## config.mk

```make
export PLATFORM = sky130hd
export DESIGN_NAME = two_level_priority_rr_scheduler_core
export DESIGN_NICKNAME = d
export VERILOG_FILES = /design/src/rtl/core/tplrr_pkg.sv /design/src/rtl/core/tplrr_l1_store.sv /design/src/rtl/core/tplrr_scan_unit.sv /design/src/rtl/core/tplrr_rr_fifo.sv /design/src/rtl/core/two_level_priority_rr_scheduler_core.sv
export SDC_FILE = /design/constraint.sdc
export NUM_CORES = 1
export LEC_CHECK = 0
export BUFFER_PORTS_ARGS = -buffer_cell sky130_fd_sc_hd__buf_2
export CAP_MARGIN = 30
export CORE_MARGIN = 4
export CORE_UTILIZATION = 50
export CTS_CLUSTER_SIZE = 40
export DETAILED_ROUTE_END_ITERATION = 8
export PLACE_DENSITY_LB_ADDON = 0.05
export SYNTH_ARGS = -nofsm -noshare
export SYNTH_HDL_FRONTEND = slang
export SYNTH_HIERARCHICAL = 1
export SYNTH_SLANG_ARGS = --single-unit
```

## constraint.sdc

```tcl
create_clock -name clk_i -period 5.76 [get_ports clk_i]
set_input_delay 0.864 -clock clk_i [delete_from_list [all_inputs] [get_ports clk_i]]
set_output_delay 0.864 -clock clk_i [all_outputs]
set_load 0.03 [all_outputs]
```

## src/rtl/core/tplrr_pkg.sv

```systemverilog
// Shared types and constants for the two-level priority / round-robin scheduler.
// Used by every module in rtl/core; depends on nothing else.
package tplrr_pkg;

  // Sizing of the task stores and the burst counter.
  localparam int unsigned MaxTasks  = 16;
  localparam int unsigned BurstBits = 16;
  localparam int unsigned IdxW      = (MaxTasks > 1) ? $clog2(MaxTasks) : 1;
  localparam int unsigned CntW      = IdxW + 1;

  // Width of the time quantum register and its reset value.
  localparam int unsigned QuantW    = 8;
  localparam logic [QuantW-1:0] QuantumReset = QuantW'(2);

  // One scheduled task: identifier, priority and remaining burst.
  typedef struct packed {
    logic [7:0]           id;
    logic [7:0]           prio;
    logic [BurstBits-1:0] rem;
  } task_t;

  // Request operation codes.
  typedef enum logic {
    OP_ARRIVE = 1'b0,
    OP_TICK   = 1'b1
  } op_e;

  // Origin of the task that currently owns the CPU.
  typedef enum logic [1:0] {
    SRC_NONE = 2'd0,
    SRC_L1   = 2'd1,
    SRC_RR   = 2'd2
  } src_e;

  // Outcome of one pass of the scan unit over the level-one store.
  typedef struct packed {
    logic            done;
    logic            found;
    logic [IdxW-1:0] idx;
    task_t           best;
  } scan_res_t;

  // Occupancy of the level-one store.
  typedef struct packed {
    logic            full;
    logic [IdxW-1:0] free_idx;
  } store_stat_t;

  // Occupancy of the round-robin queue.
  typedef struct packed {
    logic full;
    logic empty;
  } fifo_stat_t;

endpackage

```

## src/rtl/core/tplrr_l1_store.sv

```systemverilog
// Level-one priority store: task memory with one write and one registered read
// port, per-slot valid flags and a first-free-slot encoder. Depends on tplrr_pkg.
module tplrr_l1_store (
  input  logic                         clk_i,
  input  logic                         rst_ni,
  input  logic                         wr_en_i,
  input  tplrr_pkg::task_t             wr_data_i,
  input  logic                         clr_en_i,
  input  logic [tplrr_pkg::IdxW-1:0]   clr_idx_i,
  input  logic [tplrr_pkg::IdxW-1:0]   rd_addr_i,
  output tplrr_pkg::task_t             rd_data_o,
  output logic [tplrr_pkg::MaxTasks-1:0] valid_o,
  output tplrr_pkg::store_stat_t       stat_o
);

  tplrr_pkg::task_t                   mem_q [tplrr_pkg::MaxTasks];
  tplrr_pkg::task_t                   rd_q;
  logic [tplrr_pkg::MaxTasks-1:0]     valid_q;
  logic [tplrr_pkg::MaxTasks-1:0]     valid_d;
  logic [tplrr_pkg::IdxW-1:0]         free_idx;

  // Lowest slot that holds no task.
  always_comb begin
    free_idx = '0;
    for (int i = tplrr_pkg::MaxTasks - 1; i >= 0; i--) begin
      if (!valid_q[i]) begin
        free_idx = tplrr_pkg::IdxW'(i);
      end
    end
  end

  // Valid flags: set on a write, cleared when a task is dispatched.
  always_comb begin
    valid_d = valid_q;
    if (wr_en_i) begin
      valid_d[free_idx] = 1'b1;
    end
    if (clr_en_i) begin
      valid_d[clr_idx_i] = 1'b0;
    end
  end

  always_ff @(posedge clk_i or negedge rst_ni) begin
    if (!rst_ni) begin
      valid_q <= '0;
    end else begin
      valid_q <= valid_d;
    end
  end

  // Task memory with a registered read port.
  always_ff @(posedge clk_i) begin
    if (wr_en_i) begin
      mem_q[free_idx] <= wr_data_i;
    end
    rd_q <= mem_q[rd_addr_i];
  end

  assign rd_data_o       = rd_q;
  assign valid_o         = valid_q;
  assign stat_o.full     = &valid_q;
  assign stat_o.free_idx = free_idx;

endmodule

```

## src/rtl/core/tplrr_scan_unit.sv

```systemverilog
// Scan unit: walks the level-one store one slot per cycle through a shared
// compare unit and keeps the best task seen. Depends on tplrr_pkg.
module tplrr_scan_unit (
  input  logic                           clk_i,
  input  logic                           rst_ni,
  input  logic                           start_i,
  input  logic [tplrr_pkg::MaxTasks-1:0] valid_i,
  input  tplrr_pkg::task_t               rd_data_i,
  output logic [tplrr_pkg::IdxW-1:0]     rd_addr_o,
  output tplrr_pkg::scan_res_t           res_o
);

  logic                         active_q;
  logic [tplrr_pkg::CntW-1:0]   issue_q;
  logic                         cmp_vld_q;
  logic [tplrr_pkg::IdxW-1:0]   cmp_idx_q;
  logic                         found_q;
  logic [tplrr_pkg::IdxW-1:0]   best_idx_q;
  tplrr_pkg::task_t             best_q;
  logic                         issuing;
  logic                         better;
  logic                         done;

  assign issuing   = active_q && (issue_q != tplrr_pkg::CntW'(tplrr_pkg::MaxTasks));
  assign done      = active_q && !issuing && !cmp_vld_q;
  assign rd_addr_o = issue_q[tplrr_pkg::IdxW-1:0];

  // Shared compare: lower priority wins, then lower id; ties keep the earlier slot.
  assign better = cmp_vld_q && valid_i[cmp_idx_q] &&
                  (!found_q || (rd_data_i.prio < best_q.prio) ||
                   ((rd_data_i.prio == best_q.prio) && (rd_data_i.id < best_q.id)));

  // Slot counter and compare pipeline control.
  always_ff @(posedge clk_i or negedge rst_ni) begin
    if (!rst_ni) begin
      active_q  <= 1'b0;
      issue_q   <= '0;
      cmp_vld_q <= 1'b0;
      found_q   <= 1'b0;
    end else begin
      if (start_i) begin
        active_q  <= 1'b1;
        issue_q   <= '0;
        cmp_vld_q <= 1'b0;
        found_q   <= 1'b0;
      end else begin
        cmp_vld_q <= issuing;
        if (issuing) begin
          issue_q <= issue_q + tplrr_pkg::CntW'(1);
        end
        if (better) begin
          found_q <= 1'b1;
        end
        if (done) begin
          active_q <= 1'b0;
        end
      end
    end
  end

  // Best-candidate payload.
  always_ff @(posedge clk_i) begin
    cmp_idx_q <= issue_q[tplrr_pkg::IdxW-1:0];
    if (better) begin
      best_q     <= rd_data_i;
      best_idx_q <= cmp_idx_q;
    end
  end

  assign res_o.done  = done;
  assign res_o.found = found_q;
  assign res_o.idx   = best_idx_q;
  assign res_o.best  = best_q;

endmodule

```

## src/rtl/core/tplrr_rr_fifo.sv

```systemverilog
// Round-robin queue: circular task memory with head, tail and count, and a
// registered read of the head entry. Depends on tplrr_pkg.
module tplrr_rr_fifo (
  input  logic                   clk_i,
  input  logic                   rst_ni,
  input  logic                   push_i,
  input  tplrr_pkg::task_t       push_data_i,
  input  logic                   pop_i,
  output tplrr_pkg::task_t       head_data_o,
  output tplrr_pkg::fifo_stat_t  stat_o
);

  tplrr_pkg::task_t             mem_q [tplrr_pkg::MaxTasks];
  tplrr_pkg::task_t             head_q_data;
  logic [tplrr_pkg::IdxW-1:0]   head_q;
  logic [tplrr_pkg::IdxW-1:0]   tail_q;
  logic [tplrr_pkg::CntW-1:0]   count_q;
  logic                         full;
  logic                         do_push;
  logic                         do_pop;

  localparam logic [tplrr_pkg::IdxW-1:0] LastIdx = tplrr_pkg::IdxW'(tplrr_pkg::MaxTasks - 1);

  assign full    = (count_q == tplrr_pkg::CntW'(tplrr_pkg::MaxTasks));
  assign do_push = push_i && !full;
  assign do_pop  = pop_i && (count_q != '0);

  // Pointers and fill count.
  always_ff @(posedge clk_i or negedge rst_ni) begin
    if (!rst_ni) begin
      head_q  <= '0;
      tail_q  <= '0;
      count_q <= '0;
    end else begin
      if (do_push) begin
        tail_q <= (tail_q == LastIdx) ? '0 : tail_q + tplrr_pkg::IdxW'(1);
      end
      if (do_pop) begin
        head_q <= (head_q == LastIdx) ? '0 : head_q + tplrr_pkg::IdxW'(1);
      end
      case ({do_push, do_pop})
        2'b10:   count_q <= count_q + tplrr_pkg::CntW'(1);
        2'b01:   count_q <= count_q - tplrr_pkg::CntW'(1);
        default: count_q <= count_q;
      endcase
    end
  end

  // Queue memory; the head entry is read every cycle.
  always_ff @(posedge clk_i) begin
    if (do_push) begin
      mem_q[tail_q] <= push_data_i;
    end
    head_q_data <= mem_q[head_q];
  end

  assign head_data_o  = head_q_data;
  assign stat_o.full  = full;
  assign stat_o.empty = (count_q == '0);

endmodule

```

## src/rtl/core/two_level_priority_rr_scheduler_core.sv

```systemverilog
// Top level of the two-level scheduler: request sequencer, CPU state and result
// register. Depends on tplrr_pkg, tplrr_l1_store, tplrr_scan_unit, tplrr_rr_fifo.
//
// Channel   Direction  Handshake            Payload
// request   in         in_valid_i/in_stall_o  operation, task_id, task_priority, burst_length
// result    out        out_valid_o/out_stall_i busy_res, running_id, from_round_robin,
//                                            completed, overflow
// config    in         cfg_valid_i/cfg_ready_o cfg_data_i (time quantum)
//
// An arrival request is accepted in idle, then written to the store in the arrive state.
// A tick request is accepted, then walks the level-one store in the scan state (one store
// slot per cycle through the single memory read port, plus the read and compare
// pipeline), then passes through the decide and execute states.
// Only one request is in work at a time; in_stall_o is high until it is done.
// A tick waits in execute while a previous result is still stalled at the output.
// Reset is asynchronous and active low; it empties both stores and idles the CPU.
module two_level_priority_rr_scheduler_core (
  input  logic                      clk_i,
  input  logic                      rst_ni,
  input  logic                      in_valid_i,
  output logic                      in_stall_o,
  input  logic                      operation_i,
  input  logic [7:0]                task_id_i,
  input  logic [7:0]                task_priority_i,
  input  logic [15:0]               burst_length_i,
  output logic                      out_valid_o,
  input  logic                      out_stall_i,
  output logic                      busy_res_o,
  output logic [7:0]                running_id_o,
  output logic                      from_round_robin_o,
  output logic                      completed_o,
  output logic                      overflow_o,
  input  logic                      cfg_valid_i,
  output logic                      cfg_ready_o,
  input  logic [tplrr_pkg::QuantW-1:0] cfg_data_i
);

  typedef enum logic [4:0] {
    ST_IDLE   = 5'b00001,
    ST_ARRIVE = 5'b00010,
    ST_SCAN   = 5'b00100,
    ST_DECIDE = 5'b01000,
    ST_EXEC   = 5'b10000
  } state_e;

  state_e                          state_q, state_d;
  logic [tplrr_pkg::QuantW-1:0]    quantum_q;
  logic [7:0]                      req_id_q;
  logic [7:0]                      req_prio_q;
  logic [15:0]                     req_burst_q;
  tplrr_pkg::task_t                cur_q, cur_d;
  logic                            busy_q, busy_d;
  tplrr_pkg::src_e                 src_q, src_d;
  logic [tplrr_pkg::QuantW-1:0]    ql_q, ql_d;
  logic                            ovf_q, ovf_d;
  logic                            out_valid_q;
  logic                            out_busy_q;
  logic [7:0]                      out_id_q;
  logic                            out_rr_q;
  logic                            out_done_q;
  logic                            out_ovf_q;

  logic                            accept;
  logic                            exec_go;
  logic [tplrr_pkg::QuantW-1:0]    load_quantum;
  logic [tplrr_pkg::BurstBits-1:0] req_burst;
  logic [tplrr_pkg::BurstBits-1:0] rem_dec;
  logic [tplrr_pkg::QuantW-1:0]    ql_dec;
  logic                            run_done;
  logic                            run_expire;
  logic                            take_l1;
  logic                            do_pop;
  logic                            st_wr_en;
  tplrr_pkg::task_t                st_wr_data;
  logic [tplrr_pkg::IdxW-1:0]      st_rd_addr;
  tplrr_pkg::task_t                st_rd_data;
  logic [tplrr_pkg::MaxTasks-1:0]  st_valid;
  tplrr_pkg::store_stat_t          st_stat;
  tplrr_pkg::scan_res_t            scan_res;
  logic                            ff_push;
  tplrr_pkg::task_t                ff_push_data;
  tplrr_pkg::task_t                ff_head;
  tplrr_pkg::fifo_stat_t           ff_stat;

  assign in_stall_o  = (state_q != ST_IDLE);
  assign accept      = in_valid_i && (state_q == ST_IDLE);
  assign cfg_ready_o = 1'b1;
  assign exec_go     = !out_valid_q || !out_stall_i;

  // A zero quantum behaves as one.
  assign load_quantum = (quantum_q == '0) ? tplrr_pkg::QuantW'(1) : quantum_q;
  assign req_burst    = tplrr_pkg::BurstBits'(req_burst_q);

  // Run step of the current task.
  assign rem_dec    = cur_q.rem - tplrr_pkg::BurstBits'(1);
  assign ql_dec     = ql_q - tplrr_pkg::QuantW'(1);
  assign run_done   = (rem_dec == '0);
  assign run_expire = !run_done && (ql_dec == '0);

  // Dispatch decision from the scan result.
  assign take_l1 = (state_q == ST_DECIDE) && scan_res.found &&
                   (!busy_q || (src_q != tplrr_pkg::SRC_L1) ||
                    (scan_res.best.prio < cur_q.prio));
  assign do_pop  = (state_q == ST_DECIDE) && !busy_q && !scan_res.found && !ff_stat.empty;

  // Store write for an arrival with a nonzero burst while the store has a free slot.
  assign st_wr_en        = (state_q == ST_ARRIVE) && (req_burst != '0) && !st_stat.full;
  assign st_wr_data.id   = req_id_q;
  assign st_wr_data.prio = req_prio_q;
  assign st_wr_data.rem  = req_burst;

  // Queue pushes: a preempted runner, or a runner whose quantum ran out.
  always_comb begin
    ff_push      = 1'b0;
    ff_push_data = cur_q;
    if ((state_q == ST_DECIDE) && take_l1 && busy_q) begin
      ff_push = 1'b1;
    end else if ((state_q == ST_EXEC) && exec_go && busy_q && run_expire) begin
      ff_push          = 1'b1;
      ff_push_data.rem = rem_dec;
    end
  end

  // Sequencer and CPU state update.
  always_comb begin
    state_d = state_q;
    cur_d   = cur_q;
    busy_d  = busy_q;
    src_d   = src_q;
    ql_d    = ql_q;
    ovf_d   = ovf_q;
    if (ff_push && ff_stat.full) begin
      ovf_d = 1'b1;
    end
    case (state_q)
      ST_IDLE: begin
        if (accept) begin
          state_d = (tplrr_pkg::op_e'(operation_i) == tplrr_pkg::OP_TICK) ? ST_SCAN
                                                                          : ST_ARRIVE;
        end
      end
      ST_ARRIVE: begin
        if ((req_burst != '0) && st_stat.full) begin
          ovf_d = 1'b1;
        end
        state_d = ST_IDLE;
      end
      ST_SCAN: begin
        if (scan_res.done) begin
          state_d = ST_DECIDE;
        end
      end
      ST_DECIDE: begin
        if (take_l1) begin
          cur_d  = scan_res.best;
          busy_d = 1'b1;
          src_d  = tplrr_pkg::SRC_L1;
          ql_d   = load_quantum;
        end else if (do_pop) begin
          cur_d  = ff_head;
          busy_d = 1'b1;
          src_d  = tplrr_pkg::SRC_RR;
          ql_d   = load_quantum;
        end
        state_d = ST_EXEC;
      end
      ST_EXEC: begin
        if (exec_go) begin
          if (busy_q) begin
            cur_d.rem = rem_dec;
            ql_d      = ql_dec;
            if (run_done || run_expire) begin
              cur_d  = '0;
              busy_d = 1'b0;
              src_d  = tplrr_pkg::SRC_NONE;
            end
            if (run_done) begin
              ql_d = load_quantum;
            end
          end
          state_d = ST_IDLE;
        end
      end
      default: begin
        state_d = ST_IDLE;
      end
    endcase
  end

  // Control and CPU registers.
  always_ff @(posedge clk_i or negedge rst_ni) begin
    if (!rst_ni) begin
      state_q   <= ST_IDLE;
      quantum_q <= tplrr_pkg::QuantumReset;
      cur_q     <= '0;
      busy_q    <= 1'b0;
      src_q     <= tplrr_pkg::SRC_NONE;
      ql_q      <= tplrr_pkg::QuantumReset;
      ovf_q     <= 1'b0;
    end else begin
      state_q <= state_d;
      cur_q   <= cur_d;
      busy_q  <= busy_d;
      src_q   <= src_d;
      ql_q    <= ql_d;
      ovf_q   <= ovf_d;
      if (cfg_valid_i) begin
        quantum_q <= cfg_data_i;
      end
    end
  end

  // Captured request payload.
  always_ff @(posedge clk_i) begin
    if (accept) begin
      req_id_q    <= task_id_i;
      req_prio_q  <= task_priority_i;
      req_burst_q <= burst_length_i;
    end
  end

  // Result register valid flag.
  always_ff @(posedge clk_i or negedge rst_ni) begin
    if (!rst_ni) begin
      out_valid_q <= 1'b0;
    end else if ((state_q == ST_EXEC) && exec_go) begin
      out_valid_q <= 1'b1;
    end else if (!out_stall_i) begin
      out_valid_q <= 1'b0;
    end
  end

  // Result register payload.
  always_ff @(posedge clk_i) begin
    if ((state_q == ST_EXEC) && exec_go) begin
      out_busy_q <= busy_q;
      out_id_q   <= busy_q ? cur_q.id : 8'd0;
      out_rr_q   <= busy_q && (src_q == tplrr_pkg::SRC_RR);
      out_done_q <= busy_q && run_done;
      out_ovf_q  <= ovf_d;
    end
  end

  assign out_valid_o        = out_valid_q;
  assign busy_res_o         = out_busy_q;
  assign running_id_o       = out_id_q;
  assign from_round_robin_o = out_rr_q;
  assign completed_o        = out_done_q;
  assign overflow_o         = out_ovf_q;

  tplrr_l1_store u_store (
    .clk_i     (clk_i),
    .rst_ni    (rst_ni),
    .wr_en_i   (st_wr_en),
    .wr_data_i (st_wr_data),
    .clr_en_i  (take_l1),
    .clr_idx_i (scan_res.idx),
    .rd_addr_i (st_rd_addr),
    .rd_data_o (st_rd_data),
    .valid_o   (st_valid),
    .stat_o    (st_stat)
  );

  tplrr_scan_unit u_scan (
    .clk_i     (clk_i),
    .rst_ni    (rst_ni),
    .start_i   (accept && (tplrr_pkg::op_e'(operation_i) == tplrr_pkg::OP_TICK)),
    .valid_i   (st_valid),
    .rd_data_i (st_rd_data),
    .rd_addr_o (st_rd_addr),
    .res_o     (scan_res)
  );

  tplrr_rr_fifo u_fifo (
    .clk_i       (clk_i),
    .rst_ni      (rst_ni),
    .push_i      (ff_push),
    .push_data_i (ff_push_data),
    .pop_i       (do_pop),
    .head_data_o (ff_head),
    .stat_o      (ff_stat)
  );

endmodule
```

==> results of run 1 <==
## critical path, stage by stage (launching register included)
cell,delay (ps)
sky130_fd_sc_hd__dfrtp_1,510
sky130_fd_sc_hd__inv_1,140
sky130_fd_sc_hd__ha_1,390
sky130_fd_sc_hd__or3b_1,450
sky130_fd_sc_hd__nor4b_1,310
sky130_fd_sc_hd__a311o_1,240
sky130_fd_sc_hd__nand4bb_4,210
sky130_fd_sc_hd__o21ai_4,510
sky130_fd_sc_hd__nand2_1,170
sky130_fd_sc_hd__a21boi_0,170
sky130_fd_sc_hd__buf_4,200
sky130_fd_sc_hd__inv_1,60
sky130_fd_sc_hd__ha_1,320
sky130_fd_sc_hd__ha_1,330
sky130_fd_sc_hd__a21oi_1,240
sky130_fd_sc_hd__o21ai_0,150
sky130_fd_sc_hd__o311ai_0,360
## report_power, final
group          leakage (nW)  total (W)  internal (W)  switching, W
sequential             10.7     0.0114        0.0107      0.000671
combinational          3.98    0.00297       0.00148       0.00148
clock                  2.19    0.00856       0.00517       0.00339
total                  16.9     0.0229        0.0174       0.00554
## metal layers
metal | track usage | share of wire | vias up
met4 | 0.0627 | 0.023 | 2
li1 | - | - | 10400
met1 | 0.312 | 0.43 | 12900
met2 | 0.357 | 0.49 | 638
met5 | 0 | 0.00012 | -
met3 | 0.0342 | 0.049 | 165
## cell type report
type / instances / share of cell area
sequential: 1267 / 0.662
multi-input combinational: 1028 / 0.207
tap: 1276 / 0.0286
clock inverter: 53 / 0.00940
clock buffer: 185 / 0.0700
antenna: 1 / 0.0000449
timing repair buffer: 137 / 0.0194
inverter: 57 / 0.00384
## worst paths after layout
path / from / end / slack (ps) / depth (start not counted)
setup / recovery: cur_q[0]$_DFFE_PN0P_ / u_fifo/count_q[4]$_DFFE_PN0P_ / 890 / 16
hold / removal: rst_ni / u_store/valid_o[12]$_DFF_PN0_ / 210 / 1
setup reg to reg: cur_q[0]$_DFFE_PN0P_ / u_fifo/count_q[4]$_DFFE_PN0P_ / 890 / 16
hold reg to reg: u_store/rd_data_o[12]$_DFF_P_ / u_scan/res_o[12]$_DFFE_PP_ / 400 / 0
max in group asynchronous: rst_ni / u_scan/issue_q[1]$_DFFE_PN0P_ / 4370 / 2
min in group clk_i: task_id_i[5] / req_id_q[5]$_DFFE_PP_ / 320 / 1
## stage by stage
step           utilization  hold WS [ps]  total power (W)  area [sq um]
3_3_place_gp         0.527           393           0.0145         51100
2_1_floorplan            -           386           0.0135         49100
5_1_grt              0.575           255           0.0239         55800
4_1_cts              0.575           213           0.0232         55700
3_5_place_dp         0.529           390           0.0146         51300
6_report             0.575           215           0.0229         55800
## state kept, by name (all words and copies together), names as in the netlist, 16 cells and up
name and flops:
u_store/rd_data_o 32, u_fifo/mem_q 512, cur_q 32, u_store/valid_o 16
u_fifo/head_data_o 32, u_store/mem_q 512, req_burst 16, u_scan/res_o 32
==> impl_results.md, run 1 <==
- Crit path launch type: register
- Net count reported at finish: 2707
- Cell Area, Synth: 0.0491 sq mm
- Die ar.: 0.103 sq mm
- Rel. slew slack: 0.336
- Multi-input gate area: 0.0115 sq mm
- Number of CTS-inserted buffers: 132
- Number of failing hold endpoints at the final stage: 0
- Maximum clock insertion buffer count: 3
- Top library cells by usage in the layout, fill and taps aside: sky130_fd_sc_hd__edfxtp_1 (1104), sky130_fd_sc_hd__mux4_2 (289), sky130_fd_sc_hd__clkbuf_16 (143), sky130_fd_sc_hd__nand2_1 (101), sky130_fd_sc_hd__dfrtp_1 (85)
- Global-route wire length before repair: 166000 um
- Number of nets still failing antenna checks after routing: 0
- Ports placed on the boundary: 61
- Number of antenna violations at the first check in global routing: 5
- TritonCTS clock tree: done
- Maximum clock frequency: 205 MHz
- Setup-failing EPs final: 0
- Area inside the core boundary: 0.0970 sq mm
- Insertion delay to the later sink of the worst-skew pair: 720 ps
- Highest fanout seen on the critical path: 18
- Die outline height: 321 um
- Warning count from the yosys run: 6
- Pins Over Slew Limit: 0
- Pre-antenna DRT Iters: 5
- Number of vias in the routed layout: 24200
- Post-Route Skew: 14.4 ps
- Deepest level of the CTS H-tree: 4
- Post-layout instance count excluding filler cells: 4004
- Die width: 321 um
- Leakage power figure: 16.9 nW
- Total wire length after detailed routing: 111000 um
- Standard-cell rows: 114
- Synthesized netlist cell count: 2485
- Setup Buffers After CTS: 0
- Post-Route Setup TNS: 0 ps
- Number of global-route vias before repair: 24800
- Post-detailed-placement half-perimeter wirelength: 65100 um
- Post-synthesis net count: 2569
- Average size of a mapped cell: 19.7 sq um
- Setup Slack @ Placement: 985 ps
- Critical path class: reg -> reg
- Global Route Usage Sum: 0.219
- Initial Utilization: 0.506
- Vias per cell: 6.03
- Min Tclk post-route: 4870 ps
- Area grow syn2layout: 13.7%
- Post-CTS clock slew at the launch and capture registers of the worst setup and hold paths: 70 ps
- Post-detailed-route DRC marker count: 0
- DRT iter0 DRCs: 2117
- Max VDD drop: 288 uV
- Total gr overflow: 0
- Most common cell after layout, fill and taps aside: sky130_fd_sc_hd__edfxtp_1
- Seq. cell area: 0.0369 sq mm
- Ratio of total power to cell area: 411 mW/mm^2
- Classification of the worst-slack hold path: in -> async
- Crit path required time: 6350 ps
- Max-capacitance violation count: 0
- Maximum number of pins on one net before global-route repair: 71
- Slew of the pin with the lowest slew margin: 995 ps
- Worst path arrival time: 5460 ps
- Gates resized, CTS repair: 0
- Sink Count: 1267
- Fraction of layout cells with a size suffix above 1: 0.259
- Post-route clock period utilization: 0.845
- Final RePlAce weighted congestion: 0.839
- Result of the run: complete, no violations
- Unrepaired setup endpoints after global routing: no
- Wire length per cell after detailed routing: 27.7 um
- Port bufs: 59
- CTS Root Buffer Type: sky130_fd_sc_hd__clkbuf_16
- Capturing element type of the critical path: register
- Number of instances in the placed design: 3762
- Hold buffer count at cts: 0
- Layout fillers: 7250
- Post-layout worst setup margin: 892 ps
(Power assumes the default switching activity.)
==> inputs of run 2 (changes only) <==
==> constraint.sdc (replaced) <==
create_clock -name clk_i -period 4.35 [get_ports clk_i]
set_input_delay 0.6525 -clock clk_i [delete_from_list [all_inputs] [get_ports clk_i]]
set_output_delay 0.6525 -clock clk_i [all_outputs]
set_load 0.03 [all_outputs]
==> run 2 against run 1 <==
Wire length up 0.29%. Clock power rose by 30%. First-iteration DRC count increased by 3.5%. Final area rose by 0.76%. Critical path type unchanged. Critical endpoint unchanged. Largest power group unchanged.
==> impl_results.md, run 2 (synthesis gave the netlist of run 1 again) <==
- Pins Over Slew Limit: 0 (unchanged)
- Total wire length after detailed routing: 111000 um (+0.29%)
- Post-detailed-placement half-perimeter wirelength: 64400 um (-1.1%)
- Setup slack on the worst flop-to-flop path: 290 ps (-600 ps)
- Global-route wire length before repair: 167000 um (+0.22%)
- Setup-failing EPs final: 0 (unchanged)
- Insertion delay to the later sink of the worst-skew pair: 730 ps (about the same)
- Pre-antenna DRT Iters: 6 (+1)
- Net count reported at finish: 2743 (+1.3%)
- Deepest level of the CTS H-tree: 4 (unchanged)
- Vias per cell: 5.97 (-1.1%)
- CTS Root Buffer Type: sky130_fd_sc_hd__clkbuf_16
- Global Route Usage Sum: 0.221 (+0.00155)
- Area grow syn2layout: 14.5%
- End of the worst hold path: req_prio_q[2]$_DFFE_PP_
- Max-capacitance violation count: 0 (unchanged)
- Unrepaired setup endpoints after global routing: no
- Classification of the worst-slack hold path: in -> reg
- Capture point of the worst reg-to-reg path: u_fifo/count_q[4]$_DFFE_PN0P_
- Most common cell after layout, fill and taps aside: sky130_fd_sc_hd__edfxtp_1
- Die ar.: 0.103 sq mm (unchanged)
- Switch share: 0.246 (+0.00406)
- Max VDD drop: 456 uV (+58%)
- Ratio of total power to cell area: 538 mW/mm^2 (+31%)
- Slew of the pin with the lowest slew margin: 967 ps (-28.0 ps)
- Maximum clock insertion buffer count: 3 (unchanged)
- Top library cells by usage in the layout, fill and taps aside: sky130_fd_sc_hd__edfxtp_1 (1104), sky130_fd_sc_hd__mux4_2 (289), sky130_fd_sc_hd__clkbuf_16 (144), sky130_fd_sc_hd__nand2_1 (101), sky130_fd_sc_hd__dfrtp_1 (85)
- Post-Route Skew: 19.9 ps (+5.41 ps)
- Number of global-route vias before repair: 25500 (+2.9%)
- Reg2Reg Launch Point: cur_q[1]$_DFFE_PN0P_
- Number of nets still failing antenna checks after routing: 0 (unchanged)
- Area inside the core boundary: 0.0970 sq mm (unchanged)
- Overall power of the completed layout: 0.0302 W (+32%)
- Critical path class: reg -> reg
- Number of failing hold endpoints at the final stage: 0 (unchanged)
- Crit path launch type: register
- Standard-cell rows: 114 (unchanged)
- Wire length per cell after detailed routing: 27.5 um (-0.83%)
- Ports placed on the boundary: 61 (unchanged)
- Highest fanout seen on the critical path: 10 (-8)
- Share of power burned in combinational logic: 0.135 (+0.006)
- Layout fillers: 7248 (-0.028%)
- Number of vias in the routed layout: 24200 (+0.037%)
- Rel. slew slack: 0.356 (+0.0192)
- Worst hold start: task_priority_i[2]
- Sink Count: 1267 (unchanged)
- Post-route clock period utilization: 0.934 (+0.0886)
- Total gr overflow: 0 (unchanged)
- Min Tclk post-route: 4060 ps (-806 ps)
- Total internal power: 0.0228 W (+31%)
- Number of CTS-inserted buffers: 135 (+2.3%)
- Number of cells on the worst reg-to-reg path: 15 (-1)
- Worst path arrival time: 4670 ps (-790 ps)
- Result of the run: complete, no violations
- Capturing element type of the critical path: register
- Crit path required time: 4960 ps (-1390 ps)
- Die outline height: 321 um (unchanged)
- Initial Utilization: 0.506 (unchanged)
- Cell count of the worst hold path: 1
- Post-Route Setup TNS: 0 ps (unchanged)
- Fraction of power consumed by the clock network: 0.369 (-0.005)
- Maximum number of pins on one net before global-route repair: 77 (+8.5%)
- Relative contribution of sequential cells to total power: 0.496 (about the same)
- Setup Buffers After CTS: 0 (unchanged)
- Fin Hold WS: 95.4 ps (-119 ps)
- Port bufs: 59 (unchanged)
- Final RePlAce weighted congestion: 0.862 (+2.7%)
- DRT iter0 DRCs: 2191 (+3.5%)
- Registers with the highest flip-flop counts: u_fifo/mem_q (512), u_store/mem_q (512)
- Leakage power figure: 17.0 nW (+0.64%)
- Post-CTS clock slew at the launch and capture registers of the worst setup and hold paths: 70 ps (about the same)
- Die width: 321 um (unchanged)
- Maximum clock frequency: 246 MHz (+20%)
- Fraction of layout cells with a size suffix above 1: 0.261 (+0.00166)
- Post-detailed-route DRC marker count: 0 (unchanged)
- Net Switching: 0.00743 W (+34%)
- TritonCTS clock tree: done
- Number of antenna violations at the first check in global routing: 7 (+2)
==> run 2: worst max path at each step <==
stage,from,end,cells after the start
after floorplan,ql_q[0]$_DFFE_PN0P_,u_fifo/mem_q[12][0]$_DFFE_PP_,12
after global placement,cur_q[1]$_DFFE_PN0P_,u_fifo/count_q[4]$_DFFE_PN0P_,16
after detailed placement,cur_q[1]$_DFFE_PN0P_,u_fifo/count_q[4]$_DFFE_PN0P_,16
after CTS,cur_q[1]$_DFFE_PN0P_,u_fifo/count_q[4]$_DFFE_PN0P_,16
after global routing,cur_q[1]$_DFFE_PN0P_,u_fifo/count_q[4]$_DFFE_PN0P_,15
final,cur_q[1]$_DFFE_PN0P_,u_fifo/count_q[4]$_DFFE_PN0P_,15
==> run 2: per-layer routing <==
metal / wire, um / GRT usage
met5: 20 / 0
met3: 5500 / 0.0330
met1: 46900 / 0.302
met2: 56500 / 0.376
met4: 2330 / 0.0611
==> run 2: stage by stage <==
step	setup slack, ps	area, sq um	util	instances
final	288	56200	0.579	4049
after global routing	9.69	56200	0.579	4047
after CTS	246	56100	0.579	4040
after detailed placement	276	51800	0.534	3791
after global placement	328	51700	0.533	3787
after floorplan	-60.0	49100	-	2485
==> run 2: timing repair <==
action                                 4_1_cts  5_1_grt
resized for setup                            0        1
setup endpoints to repair                    0        1
hold buffers                                 0        1
endpoints found under the hold margin        0       10
==> run 2: worst max-delay path, stage by stage (launching register included) <==
cell and delay, ps:
sky130_fd_sc_hd__dfrtp_1 480, sky130_fd_sc_hd__inv_1 150, sky130_fd_sc_hd__ha_1 250, sky130_fd_sc_hd__or3b_1 410, sky130_fd_sc_hd__nor4b_1 340, sky130_fd_sc_hd__a311o_1 240, sky130_fd_sc_hd__nand4bb_4 210, sky130_fd_sc_hd__o21ai_4 210
sky130_fd_sc_hd__nand2_1 110, sky130_fd_sc_hd__a21boi_0 160, sky130_fd_sc_hd__inv_1 90, sky130_fd_sc_hd__ha_2 280, sky130_fd_sc_hd__ha_1 300, sky130_fd_sc_hd__a21oi_1 220, sky130_fd_sc_hd__o21ai_0 130, sky130_fd_sc_hd__o311ai_0 340
==> run 2: power by group through the flow <==
stage | clock, W | sequential [W] | combinational, W
final | 0.0111 | 0.0150 | 0.00408
after global routing | 0.0120 | 0.0151 | 0.00440
after CTS | 0.0114 | 0.0150 | 0.00415
after detailed placement | 0 | 0.0153 | 0.00414
after global placement | 0 | 0.0152 | 0.00410
after floorplan | 0 | 0.0148 | 0.00309
==> run 2: layout make-up <==
type / instances / area, sq um / area share
inverter: 57 / 214 / 0.00381
tap: 1276 / 1600 / 0.0284
clock buffer: 196 / 3860 / 0.0687
clock inverter: 53 / 489 / 0.00870
timing repair buffer: 170 / 1570 / 0.0280
antenna: 2 / 5.00 / 0.0000891
multi-input combinational: 1028 / 11600 / 0.206
sequential: 1267 / 36900 / 0.657
==> inputs of run 3 (changes only) <==
--- a/config.mk
+++ b/config.mk
@@ -12,6 +12,7 @@
 export CTS_CLUSTER_SIZE = 40
 export DETAILED_ROUTE_END_ITERATION = 8
 export PLACE_DENSITY_LB_ADDON = 0.05
+export RECOVER_POWER = 100
 export SYNTH_ARGS = -nofsm -noshare
 export SYNTH_HDL_FRONTEND = slang
 export SYNTH_HIERARCHICAL = 1
==> run 3 against run 2 <==
The run now ends with capacitance limit, slew limit left. Critical path depth down 7. Count of clock-buffer cells in the layout did not move. Utilization decreased by 0.66 points. Via count grew 0.16%. Sequential share of layout area is 0.74 points higher. Clock skew shrank 1.4 ps. Setup slack lost 83 ps. Global-route usage is the same. Critical path type unchanged. Critical endpoint is now u_store/mem_q[1][11]$_DFFE_PP_. Largest power group unchanged. Highest routed layer unchanged.
==> impl_results.md, run 3 (synthesis gave the netlist of run 1 again) <==
- Maximum clock frequency: 241 MHz (-2.0%)
- Worst setup path startpoint: req_burst[10]$_DFFE_PP_
- Ports placed on the boundary: 61 (unchanged)
- Max VDD drop: 457 uV (+0.34%)
- Net count reported at finish: 2743 (unchanged)
- Top library cells by usage in the layout, fill and taps aside: sky130_fd_sc_hd__edfxtp_1 (1104), sky130_fd_sc_hd__mux4_2 (289), sky130_fd_sc_hd__clkbuf_16 (144), sky130_fd_sc_hd__nand2_1 (101), sky130_fd_sc_hd__clkbuf_1 (94)
- Ratio of total power to cell area: 543 mW/mm^2 (+0.97%)
- Pre-antenna DRT Iters: 5 (-1)
- Cell class contributing the biggest share of worst-path delay: simple AND/OR/NAND/NOR gates
- Number of global-route vias before repair: 25500 (unchanged)
- Number of CTS-inserted buffers: 135 (unchanged)
- Setup Slack @ Placement: 276 ps (unchanged)
- Placed Instance Area: 0.0518 sq mm (unchanged)
- Fin Hold WS: 95.2 ps (-0.207 ps)
- Registers with the highest flip-flop counts: u_fifo/mem_q (512), u_store/mem_q (512)
- DRT iter0 DRCs: 2235 (+2.0%)
- Max-capacitance violation count: 8 (+8)
- Area inside the core boundary: 0.0970 sq mm (unchanged)
- Area grow syn2layout: 13.2%
- Global-route wire length before repair: 167000 um (unchanged)
- Setup Buffers After CTS: 0 (unchanged)
- Number of nets still failing antenna checks after routing: 0 (unchanged)
- Insertion delay to the later sink of the worst-skew pair: 740 ps (about the same)
- Crit path buffers/inverters: 2 (unchanged)
- Highest fanout seen on the critical path: 32 (+22)
- Slew of the pin with the lowest slew margin: 2550 ps (+1580 ps)
- Number of antenna violations at the first check in global routing: 6 (-1)
- Global Route Usage Sum: 0.221 (unchanged)
- Pins Over Slew Limit: 243 (+243)
- Rel. slew slack: -0.699 (-1.05)
- Result of the run: finished with violations
- TritonCTS clock tree: done
- Post-CTS clock slew at the launch and capture registers of the worst setup and hold paths: 60 ps (about the same)
- Worst hold start: burst_length_i[8]
- Worst path arrival time: 4310 ps (-360 ps)
- Initial Utilization: 0.506 (unchanged)
- Classification of the worst-slack hold path: in -> reg
- CTS Root Buffer Type: sky130_fd_sc_hd__clkbuf_16
- Violations in the final reports: capacitance limit, slew limit
- Final cell area excluding filler cells: 0.0556 sq mm (-1.1%)
- Peak per-stage delay on the critical path: 790 ps (+310 ps)
- Post-layout worst setup margin: 205 ps (-83.2 ps)
- Setup-failing EPs final: 0 (unchanged)
- Die ar.: 0.103 sq mm (unchanged)
- Maximum clock insertion buffer count: 3 (unchanged)
- Reg2Reg Launch Point: req_burst[10]$_DFFE_PP_
- Min Tclk post-route: 4150 ps (+83.2 ps)
- Post-detailed-route DRC marker count: 0 (unchanged)
- Leakage power figure: 16.7 nW (-1.7%)
- Wire length per cell after detailed routing: 27.5 um (about the same)
- Unrepaired setup endpoints after global routing: no
- Post-Route Skew: 18.5 ps (-1.37 ps)
- Layout fillers: 7354 (+1.5%)
- Number of failing hold endpoints at the final stage: 0 (unchanged)
- Maximum number of pins on one net before global-route repair: 77 (unchanged)
- Post-detailed-placement half-perimeter wirelength: 64400 um (unchanged)
- Standard-cell rows: 114 (unchanged)
- Capturing element type of the critical path: register
- Final RePlAce weighted congestion: 0.862 (unchanged)
- Deepest level of the CTS H-tree: 4 (unchanged)
- Most common cell after layout, fill and taps aside: sky130_fd_sc_hd__edfxtp_1
- Port bufs: 59 (unchanged)
- Slowest cell on the critical path: sky130_fd_sc_hd__clkbuf_2
- Cell-by-cell listing of the critical path: nor4_1 > nand4_1 > and4b_1 > nor2b_1 > o21ai_0 > clkbuf_1 > nor3_1 > clkbuf_2
- Vias per cell: 5.98 (+0.19%)
- Total gr overflow: 0 (unchanged)
- Overall power of the completed layout: 0.0302 W (-0.18%)
- Crit path launch type: register
- Total wire length after detailed routing: 111000 um (about the same)
- Critical path class: reg -> reg
- Fraction of layout cells with a size suffix above 1: 0.237 (-0.0238)
- Die width: 321 um (unchanged)
- Die outline height: 321 um (unchanged)
- Post-route clock period utilization: 0.953 (+0.0191)
- Number of vias in the routed layout: 24200 (+0.16%)
- Sink Count: 1267 (unchanged)
- Crit path required time: 4520 ps (-440 ps)
[run 3: cell types whose count changed in the layout (fill, tap and decap cells not counted), sizes merged]
cell	change
buf	-92
clkbuf	+92
diode	-1
[run 3: power by group]
part	internal, W	switching (W)
clock	0.00660	0.00455
sequential	0.0142	0.000824
combinational	0.00198	0.00203
[run 3: metrics by stage]
stage | util | instances | setup TNS [ps]
after global routing | 0.573 | 4047 | 0
after detailed placement | 0.534 | 3791 | 0
final | 0.573 | 4048 | 0
after CTS | 0.579 | 4040 | 0
after global placement | 0.533 | 3787 | 0
after floorplan | - | 2485 | -13680
[run 3: area by class of cell]
| cell class | count | area, sq um | share of cell area |
|---|---|---|---|
| timing repair buffer | 170 | 1070 | 0.0192 |
| antenna | 1 | 2.50 | 0.0000450 |
| tap | 1276 | 1600 | 0.0287 |
| multi-input combinational | 1028 | 11400 | 0.206 |
| sequential | 1267 | 36900 | 0.664 |
| clock buffer | 196 | 3860 | 0.0695 |
| inverter | 57 | 214 | 0.00385 |
| clock inverter | 53 | 489 | 0.00881 |
[run 3: final timing paths]
kind,slack [ps],cells past startpoint,end
max,200,8,u_store/mem_q[1][11]$_DFFE_PP_
min,100,1,req_burst[8]$_DFFE_PP_
max reg2reg,200,8,u_store/mem_q[1][11]$_DFFE_PP_
min reg2reg,400,0,u_scan/res_o[5]$_DFFE_PP_
max in group asynchronous,850,4,cur_q[0]$_DFFE_PN0P_
min in group asynchronous,440,2,u_store/valid_o[10]$_DFF_PN0_
[run 3: metal layers]
metal  routed length [um]  part of all wire  GRT usage
met3                 5460             0.049     0.0330
met5                   13           0.00012          0
met2                56400              0.51      0.376
met4                 2240             0.020     0.0611
met1                47200              0.42      0.302
[run 3: what timing repair did]
| item | 4_1_cts | 5_1_grt |
|---|---|---|
| gates resized for setup | 0 | 1 |
| hold buffers | 0 | 1 |
| endpoints found under the hold margin | 0 | 10 |
| setup endpoints to repair | 0 | 1 |
